`config.mk`:
```
export PLATFORM = sky130hd
export DESIGN_NAME = bsc_delay
export DESIGN_NICKNAME = d
export VERILOG_FILES = /design/src/rtl/core/baro_sensor_compensation_top_defines.svh /design/src/rtl/core/bsc_delay.sv
export SDC_FILE = /design/constraint.sdc
export NUM_CORES = 1
export LEC_CHECK = 0
export BUFFER_PORTS_ARGS = -buffer_cell sky130_fd_sc_hd__buf_2
export CAP_MARGIN = 25
export CORE_MARGIN = 5
export CORE_UTILIZATION = 55
export CTS_BUF_LIST = sky130_fd_sc_hd__clkbuf_2
export CTS_CLUSTER_DIAMETER = 50
export DETAILED_ROUTE_END_ITERATION = 7
export PLACE_DENSITY = 0.86
export RECOVER_POWER = 50
export SLEW_MARGIN = 20
export SYNTH_ARGS = -nofsm -noshare
export SYNTH_HDL_FRONTEND = slang
export SYNTH_SLANG_ARGS = --single-unit
```
`constraint.sdc`:
```
create_clock -name clk -period 1.5 [get_ports clk]
set_input_delay 0.15 -clock clk [delete_from_list [all_inputs] [get_ports clk]]
set_output_delay 0.15 -clock clk [all_outputs]
set_load 0.01 [all_outputs]
```
`src/rtl/core/baro_sensor_compensation_top_defines.svh`:
```
// Assertion macros shared by the barometric compensation RTL.
// No dependencies; included by the files that carry assertions.
`ifndef BARO_SENSOR_COMPENSATION_TOP_DEFINES_SVH
`define BARO_SENSOR_COMPENSATION_TOP_DEFINES_SVH

// Same-cycle implication, sampled on clk and disabled while rst_n is low.
`define BSC_ASSERT_NOW(lbl, ante, cons, msg) \
    lbl: assert property (@(posedge clk) disable iff (!rst_n) (ante) |-> (cons)) \
        else $error(msg);

// Next-cycle implication, sampled on clk and disabled while rst_n is low.
`define BSC_ASSERT_NEXT(lbl, ante, cons, msg) \
    lbl: assert property (@(posedge clk) disable iff (!rst_n) (ante) |=> (cons)) \
        else $error(msg);

`endif

```
`src/rtl/core/bsc_delay.sv`:
```
// Stall-aware delay line that carries a valid bit and a sideband word.
// No dependencies; runs beside each pipelined divider.
`default_nettype none

module bsc_delay #(
    parameter int WIDTH = 8,
    parameter int DEPTH = 4
) (
    input  wire logic             clk,
    input  wire logic             rst_n,
    input  wire logic             en,
    input  wire logic             in_valid,
    input  wire logic [WIDTH-1:0] in_data,
    output logic                  out_valid,
    output logic [WIDTH-1:0]      out_data
);

    logic [DEPTH-1:0] valid_reg;
    logic [WIDTH-1:0] data_reg [DEPTH];

    always_ff @(posedge clk or negedge rst_n)
    begin
        if (!rst_n)
        begin
            valid_reg <= '0;
        end
        else if (en)
        begin
            valid_reg <= {valid_reg[DEPTH-2:0], in_valid};
        end
    end

    always_ff @(posedge clk)
    begin
        if (en)
        begin
            data_reg[0] <= in_data;
            for (int i = 1; i < DEPTH; i++)
            begin
                data_reg[i] <= data_reg[i-1];
            end
        end
    end

    assign out_valid = valid_reg[DEPTH-1];
    assign out_data  = data_reg[DEPTH-1];

endmodule

`default_nettype wire

```
==> key figures <==
Floorplanning
  • Die height: 54.85 um
  • Starting utilization of the core area: 56.96%
  • Core box area: 1942 um2
  • Full die area: 3008 um2
  • Count of boundary I/O pins: 21
  • Die X-Extent: 54.85 um
  • Standard-cell row count: 16

Logic synthesis
  • Distinct cell type count after synthesis: 3
  • Post-Syn Instances: 40
  • Area of the mapped netlist: 1106 um2
  • Yosys warnings: 0
  • Flip-flop and latch count after synthesis: 36
  • Synthesized net count: 52
  • Sequential cell area fraction in the yosys report: 95.93%
  • Mean cell area of the mapped netlist: 27.65 um2

Setup path
  • Gate family responsible for the most delay along the worst path: buffers and inverters
  • Sort of element at the start of the critical path: input pin
  • Max stage delay on crit path: 630 ps
  • Logic depth of the worst register-to-register path: 1
  • Arr. time, crit path: 1010 ps
  • Crit-path cells: clkbuf_1, clkbuf_2
  • Reg-to-reg slack, setup: 730 ps
  • Logic depth of the worst setup path including buffers: 2
  • CP max-delay cell: clkbuf_2
  • Required time of the critical path: 1480 ps
  • CP Buf/Inv Count: 2
  • Endpoint kind of the worst setup timing path: register
  • Classification of the worst setup path: in -> reg
  • Largest fanout on the critical path: 32

STA
  • Total count of max-transition violations in the final report: 0
  • Clock Skew: 5.639 ps
  • Highest clock rate: 0.9732 GHz
  • Slew Limit Headroom: 51.86%
  • Min cycle time layout: 1028 ps
  • Final period utilization: 68.50%
  • Count of final hold-check violations: 0
  • Tightest Pin Transition: 722.1 ps
  • # setup viols final: 0
  • Unrepaired setup endpoints after global routing: no
  • Final sum of negative setup slack: 0 ps

Cells and area
  • Fraction of layout cells with a size suffix above 1: 39.74%
  • Core Util, Final: 70.68%
  • Final std cell area, no fill: 1373 um2
  • Filler cell count: 136
  • Filler-free cell count of the finished design: 105
  • Layout overhead on the synthesized area: 24.10%
  • Count of inserted antenna diode cells: 0
  • Flip-flop count of the largest register, all copies and words added: 32
  • Total number of nets in the final design: 89

Min path
  • Hold/Removal Path Class: in -> reg
  • Hold Crit Depth: 2

Drt
  • Number of detailed-routing iterations run before antenna repair: 2
  • Average wire per cell in the routed design: 12.54 um
  • Vias/cell: 4.562
  • Number of design rule violations left after detail routing: 0
  • Detailed router's first-iteration violation count: 7
  • Overall routed net length: 1317 um
  • Via count: 479
  • Antenna Nets Post-Route: 0

Flow run
  • Count of maximum capacitance violations: 0

Placement
  • Final HPWL DP: 726.6 um
  • I/O Buffers: 20
  • Dpl cell area: 1247 um2
  • Placed instance count: 88
  • Final weighted congestion in routability-driven placement: 0.6094

GRT
  • Total overflow reported by the global router: 0
  • Global-route usage over all layers: 10.88%
  • Antenna violations before repair: 0
  • Largest net degree at the start of global routing: 33
  • Number of global-route vias before repair: 473
  • First-pass GRT wire length: 2021 um

Clocking
  • Buffer levels on the longest clock path: 2
  • Clock sink count: 36
  • Resize count post-CTS: 0
  • CTS tree: built
  • Clock latency on the worst-skew pair: 330 ps
  • Number of levels in the clock H-tree: 2
  • Post-CTS clock slew at the launch and capture registers of the worst setup and hold paths: 140 ps
  • Number of hold-repair buffers added at the cts stage: 9
  • Setup Fix Bufs, Post-CTS: 0
  • Number of buffers created by CTS: 5
  • Root Buffer Master: clkbuf_2

Status
  • Run status: finished clean

Power
  • Maximum vdd ir drop: 734.1 uV
  • Power per Cell Area: 1237 nW/um2
  • Leakage component of the power: 0.5243 nW
==> placed cells by master, fill, tap and decap left out <==
| cell type | instances |
|---|---|
| clkbuf_1 | 2 |
| dlygate4sd3_1 | 9 |
| buf_2 | 18 |
| dfrtp_1 | 4 |
| mux2_2 | 4 |
| edfxtp_1 | 32 |
| clkbuf_2 | 9 |
==> cells in the mapped netlist, drive strengths merged <==
master   n  area (um2)
dfrtp    4       100.1
edfxtp  32       960.9
mux2     4       45.04
==> path summary, 6_finish.rpt <==
path                                                from                  endpoint
max in group asynchronous                          rst_n  valid_reg[3]$_DFFE_PN0P_
worst max register to register  valid_reg[2]$_DFFE_PN0P_  valid_reg[2]$_DFFE_PN0P_
worst max-delay path                                  en  data_reg[2][1]$_DFFE_PP_
min in group asynchronous                          rst_n  valid_reg[2]$_DFFE_PN0P_
worst min-delay path                            in_valid  valid_reg[0]$_DFFE_PN0P_
worst min register to register  data_reg[1][2]$_DFFE_PP_  data_reg[2][2]$_DFFE_PP_
==> power by group <==
group / total [mW] / internal [mW] / switching, mW
combinational: 0.0987 / 0.0524 / 0.0463
sequential: 1.20 / 1.18 / 0.0222
clock: 0.399 / 0.138 / 0.261
==> final cells by class <==
type                       count  area (um2)  area share [%]
sequential                    36        1061           77.30
tap                           27       33.78           2.461
clock buffer                   8       40.04           2.917
timing repair buffer          30       192.7           14.04
multi-input combinational      4       45.04           3.282
==> kinds of logic (layout without fill, tap and decap cells) <==
logic type / Yosys count / in the layout / synth area share, %
DFF: 36 / 36 / 95.93
muxes: 4 / 4 / 4.072
buffers and inverters: 0 / 38 / 0
==> per-layer routing <==
metal / vias up / global-route usage [%] / routed length, um
met4: 0 / 8.714 / 14
met1: 222 / 11.36 / 501
met2: 23 / 16.73 / 675
li1: 231 / - / -
met5: - / 0 / 0
met3: 3 / 4.905 / 126
==> through the flow <==
| stage | setup slack, ps | power (mW) | hold WS (ps) |
|---|---|---|---|
| after floorplan | 730.7 | 1.246 | -145.6 |
| after global placement | 527.3 | 1.296 | -46.29 |
| after detailed placement | 489.7 | 1.306 | -44.91 |
| after CTS | 423.7 | 1.726 | 10.97 |
| after global routing | 384.3 | 1.779 | 13.36 |
| final | 472.4 | 1.698 | 41.06 |
No activity file was read; power rests on OpenSTA's default activity.
