## config.mk

```make
export PLATFORM = sky130hd
export DESIGN_NAME = bsc_div_pipe
export DESIGN_NICKNAME = d
export VERILOG_FILES = /design/src/rtl/core/baro_sensor_compensation_top_defines.svh /design/src/rtl/core/bsc_div_pipe.sv
export SDC_FILE = /design/constraint.sdc
export NUM_CORES = 2
export LEC_CHECK = 0
export BUFFER_PORTS_ARGS = -buffer_cell sky130_fd_sc_hd__buf_2
export CAP_MARGIN = 20
export CORE_ASPECT_RATIO = 0.5
export CORE_MARGIN = 2
export CORE_UTILIZATION = 64
export DETAILED_ROUTE_END_ITERATION = 7
export GPL_TIMING_DRIVEN = 0
export HOLD_SLACK_MARGIN = 0.05
export PLACE_DENSITY = 0.83
export SYNTH_ARGS = -nofsm -noshare
export SYNTH_HDL_FRONTEND = slang
export SYNTH_SLANG_ARGS = --single-unit
```

## constraint.sdc

```tcl
create_clock -name clk -period 4.2 [get_ports clk]
set_input_delay 0.21 -clock clk [delete_from_list [all_inputs] [get_ports clk]]
set_output_delay 0.21 -clock clk [all_outputs]
set_load 0.05 [all_outputs]
```

## src/rtl/core/baro_sensor_compensation_top_defines.svh

```systemverilog
// Assertion macros shared by the barometric compensation RTL.
// No dependencies; included by the files that carry assertions.
`ifndef BARO_SENSOR_COMPENSATION_TOP_DEFINES_SVH
`define BARO_SENSOR_COMPENSATION_TOP_DEFINES_SVH

// Same-cycle implication, sampled on clk and disabled while rst_n is low.
`define BSC_ASSERT_NOW(lbl, ante, cons, msg) \
    lbl: assert property (@(posedge clk) disable iff (!rst_n) (ante) |-> (cons)) \
        else $error(msg);

// Next-cycle implication, sampled on clk and disabled while rst_n is low.
`define BSC_ASSERT_NEXT(lbl, ante, cons, msg) \
    lbl: assert property (@(posedge clk) disable iff (!rst_n) (ante) |=> (cons)) \
        else $error(msg);

`endif

```

## src/rtl/core/bsc_div_pipe.sv

```systemverilog
// Pipelined unsigned restoring divider, one quotient bit per stage.
// No dependencies.
`default_nettype none

module bsc_div_pipe #(
    parameter int NUM_W = 32,
    parameter int DEN_W = 32
) (
    input  wire logic             clk,
    input  wire logic             en,
    input  wire logic [NUM_W-1:0] num,
    input  wire logic [DEN_W-1:0] den,
    output logic [NUM_W-1:0]      quo
);

    logic [DEN_W-1:0] rem_reg [NUM_W];
    logic [NUM_W-1:0] num_reg [NUM_W];
    logic [DEN_W-1:0] den_reg [NUM_W];
    logic [NUM_W-1:0] quo_reg [NUM_W];

    for (genvar i = 0; i < NUM_W; i++)
    begin : g_stage
        logic [DEN_W-1:0] rem_in;
        logic [NUM_W-1:0] num_in;
        logic [DEN_W-1:0] den_in;
        logic [NUM_W-1:0] quo_in;
        logic [DEN_W:0]   trial;
        logic [DEN_W:0]   diff;
        logic             take;

        if (i == 0)
        begin : g_first
            assign rem_in = '0;
            assign num_in = num;
            assign den_in = den;
            assign quo_in = '0;
        end
        else
        begin : g_next
            assign rem_in = rem_reg[i-1];
            assign num_in = num_reg[i-1];
            assign den_in = den_reg[i-1];
            assign quo_in = quo_reg[i-1];
        end

        assign trial = {rem_in, num_in[NUM_W-1]};
        assign diff  = trial - {1'b0, den_in};
        assign take  = (trial >= {1'b0, den_in});

        always_ff @(posedge clk)
        begin
            if (en)
            begin
                rem_reg[i] <= take ? diff[DEN_W-1:0] : trial[DEN_W-1:0];
                num_reg[i] <= {num_in[NUM_W-2:0], 1'b0};
                den_reg[i] <= den_in;
                quo_reg[i] <= {quo_in[NUM_W-2:0], take};
            end
        end
    end

    assign quo = quo_reg[NUM_W-1];

endmodule

`default_nettype wire

```

==> results summary <==
The violation count after the first detailed-routing iteration is between 9000 and 10000. The number of placement rows came out at between 100 and 150. The maximum number of buffers from clock root to sink is 4. The aggregate global routing overflow came out at 0.

The simple-gate area share of the yosys netlist is 0.0813. The post-layout total power is around 130 mW. By count the netlist is led by 3008 x sky130_fd_sc_hd__edfxtp_1, 1219 x sky130_fd_sc_hd__inv_1, 1084 x sky130_fd_sc_hd__a21oi_1. Of all cell types, the one taking the most synthesized area is sky130_fd_sc_hd__edfxtp_1. The final instance area came out at around 0.17 mm^2.

The number of distinct library cells after synthesis came out at between 100 and 150. The initial antenna violation count came out at 1. The final count of negative-setup-slack endpoints is 0. Of the synthesized area, sequential elements account for 0.587. The detail route stage leaves a number of antenna-violating nets equal to 0. In this run, synthesis inferred ~3000 flip-flops with an integrated enable. The tightest min-delay check is of the in -> reg type.

The flow ran to the end, and the final reports show no timing, DRC or antenna violations. The share of synthesized area in the top cell type comes to 0.587. Detailed placement finished with a half-perimeter wire length of roughly 270000 um. The pin count of the biggest net entering global routing came out at 191. Detailed routing inserted a total of 101000 vias. The placed instances occupy a cell area of roughly 0.16 mm^2. The area of the core came out at roughly 0.24 mm^2. Averaged over all synthesized cells, the footprint is around 12 um^2.

The final period utilization is 0.997. At the end of the flow, the number of nets in the layout was 14400. The final-report hold violation count was 0.

The number of global-route vias before repair came out at roughly 100000. The commonest register cell after synthesis is sky130_fd_sc_hd__edfxtp_1. The register bit count reported by yosys came out at around 3000.

The length of the first detailed-routing pass in iterations came out at 6. The number of levels in the clock H-tree came out at 5. CTS placed an instance of sky130_fd_sc_hd__clkbuf_16 at the clock tree root. The CTS tree is yes. In the final routed layout, each cell accounts on average for between 20 and 25 um. After synthesis, the cell types taking the most area are sky130_fd_sc_hd__edfxtp_1 59%, sky130_fd_sc_hd__ha_1 8.1%, sky130_fd_sc_hd__a21oi_1 3.5%, sky130_fd_sc_hd__inv_1 3.0%, sky130_fd_sc_hd__xnor2_1 2.7%. Data arrives at the worst endpoint at about 4.8 ns. The critical path in this run is classified as reg -> reg. The adder-cell area share of the yosys netlist came out at 0.0848. Measured against the total synthesized area, the mux share comes to 0.0252. The clock arrives with 0.0622 ns of skew. The xor and xnor fraction of the mapped netlist area came out at 0.0464. The clock insertion delay at the later pin of the skew report is 0.91 ns. The starting density of the core came out at 0.643. The routability congestion estimate is between 1 and 1.5.

The peak supply drop came out at 399 uV. Once layout is complete, the cells apart from fillers number approximately 17000. Across every metal layer, demand over resource in global routing totals 0.291.

Clock-pin slew was measured on the worst setup and hold paths at 0.07 ns. The mapped cell area came out at 0.154 mm^2. When the netlist entered floorplanning its net count stood at between 10000 and 15000. For this design the top-level I/O count stands at 98. The relative area change from synthesis to final layout came out at 10.5%.

By instance count, the leading cell after synthesis is sky130_fd_sc_hd__edfxtp_1. The number of pins with negative max-slew slack in the final report came out at 0. The fraction of layout instances using a drive strength above 1 came out at 0.0860. The wire length of the first global-routing pass is 555000 um. For this design the static power due to leakage is a little under 70 nW.

The post-synthesis compound-gate area fraction came out at 0.136. Synthesis produced a netlist whose cell count is between 10000 and 15000. The floorplan die height is 351 um.

The via density per instance is ~6. After detailed routing, the number of remaining DRC violations is 0. The number of buffers inserted by port buffering came out at 97. The total wire length after detailed routing came out at 364000 um. The tool flagged a number of max-cap violations equal to 0.

Clock tree synthesis inserted a total of 271 buffers. By area, the combinational part of the netlist is dominated by compound AO/OA/AOI/OAI gates. The floorplan step defined a die boundary enclosing 0.244 mm^2. The die is approximately 700 um wide. The relative slew slack came out at 0.233. In this run the power density over the cells is just under 800 mW/mm^2. The fraction of registers with async set or reset after synthesis is 0. The critical path data required time is 4.77 ns. The count of yosys warnings during synthesis came out at 0. The slew at the pin closest to its max-slew limit came out at 1.14 ns.

The startpoint kind of the worst setup timing path is a flip-flop. Timing would allow up to roughly 240 MHz. Including well taps, the total number of placed cells is approximately 16000. CTS saw ~3000 sinks.

STA classifies the critical path endpoint as a flip-flop. Of all nets on the critical path, the largest fanout is 10. The final critical-path required period is about 4.2 ns.
metal layers:
metal  global-route usage  vias up  routed length (um)
li1                     -    48000                   -
met1                0.342    48700              140000
met2                0.525     3199              184000
met3               0.0366      934               17300
met4                0.161        2               22400
met5                    0        -                  13
through the flow:
stage	worst slack (ns)	hold WS [ns]	util	setup TNS (ns)
2_1_floorplan	0.780	0.309	-	0
3_3_place_gp	-43.41	0.386	0.661	-
3_5_place_dp	-1.67	0.389	0.664	-635.31
4_1_cts	0.00525	0.0529	0.708	0
5_1_grt	-0.0703	0.0693	0.710	-0.383
6_report	0.0133	0.0934	0.710	0
report_power, final:
group / internal [mW] / leakage (nW) / switching [mW]
clock: 13.5 / 4.18 / 11.3
sequential: 43.0 / 29.4 / 4.13
combinational: 24.5 / 34.3 / 35.0
cells by family after synthesis:
family,count (synthesis)
AOI/OAI and AO/OA,3341
DFF,3008
and+or+nand+nor,2658
buffers and inverters,1553
adders and majority gates,1024
xor gates and xnor gates,815
muxes,345
worst paths after layout:
path / startpoint / end / slack, ns / cells after the start
worst max-delay path: rem_reg[0][36] / rem_reg[0][91] / 0.01 / 12
worst min-delay path: den[26] / den_reg[0][26] / 0.09 / 2
worst max register to register: rem_reg[0][36] / rem_reg[0][91] / 0.01 / 12
worst min register to register: num_reg[0][18] / num_reg[0][50] / 0.39 / 0
critical path, stage by stage, from the launching register on:
cell                       delay [ns]
sky130_fd_sc_hd__edfxtp_1        0.44
sky130_fd_sc_hd__ha_1            0.43
sky130_fd_sc_hd__o21ai_0         0.17
sky130_fd_sc_hd__a211oi_2        0.31
sky130_fd_sc_hd__o31ai_4         0.15
sky130_fd_sc_hd__a21boi_1        0.34
sky130_fd_sc_hd__o21bai_2        0.13
sky130_fd_sc_hd__o21ai_1         0.33
sky130_fd_sc_hd__a311oi_2        0.19
sky130_fd_sc_hd__a21oi_1         0.30
sky130_fd_sc_hd__o21ai_4         0.14
sky130_fd_sc_hd__clkbuf_2        0.25
sky130_fd_sc_hd__o21ai_0         0.66
cells in the final DEF (no fill, tap or decap), types with 110 or more instances in the layout:
cell type                       count
sky130_fd_sc_hd__clkbuf_16        279
sky130_fd_sc_hd__edfxtp_1        3008
sky130_fd_sc_hd__dlygate4sd3_1    110
sky130_fd_sc_hd__nand2_1          863
sky130_fd_sc_hd__o21ai_0          797
sky130_fd_sc_hd__xor2_1           341
sky130_fd_sc_hd__o21a_1           124
sky130_fd_sc_hd__xnor2_1          474
sky130_fd_sc_hd__nor2_1           706
sky130_fd_sc_hd__nor3_1           110
sky130_fd_sc_hd__nor2b_1          161
sky130_fd_sc_hd__a21oi_1         1070
sky130_fd_sc_hd__nand4_1          161
sky130_fd_sc_hd__nand3_1          200
sky130_fd_sc_hd__o21bai_1         121
sky130_fd_sc_hd__ha_1             993
sky130_fd_sc_hd__buf_2            162
sky130_fd_sc_hd__a21o_1           478
sky130_fd_sc_hd__clkbuf_1         221
sky130_fd_sc_hd__mux2_2           269
sky130_fd_sc_hd__inv_1           1219
sky130_fd_sc_hd__nand2b_1         138
final cells by class:
cell class                      instances  area (um^2)
Sequential cell                      3008        90300
Fill cell                           16400        69300
Multi-Input combinational cell       8184        58100
Clock buffer                          324         7130
Inverter                             1220         4580
Tap cell                             3225         4040
Timing Repair Buffer                  286         2740
Buffer                                329         1550
Clock inverter                        153         1500
Antenna cell                            2         5.00
timing repair:
item                                    CTS  global route
buffers inserted                         22            26
pin swaps                                13            20
hold endpoints to repair                199             0
resized for setup                        99           154
cloned                                    3             2
endpoints found under the setup margin  949           793
hold buffers                            113             0
(Power assumes the default switching activity.)
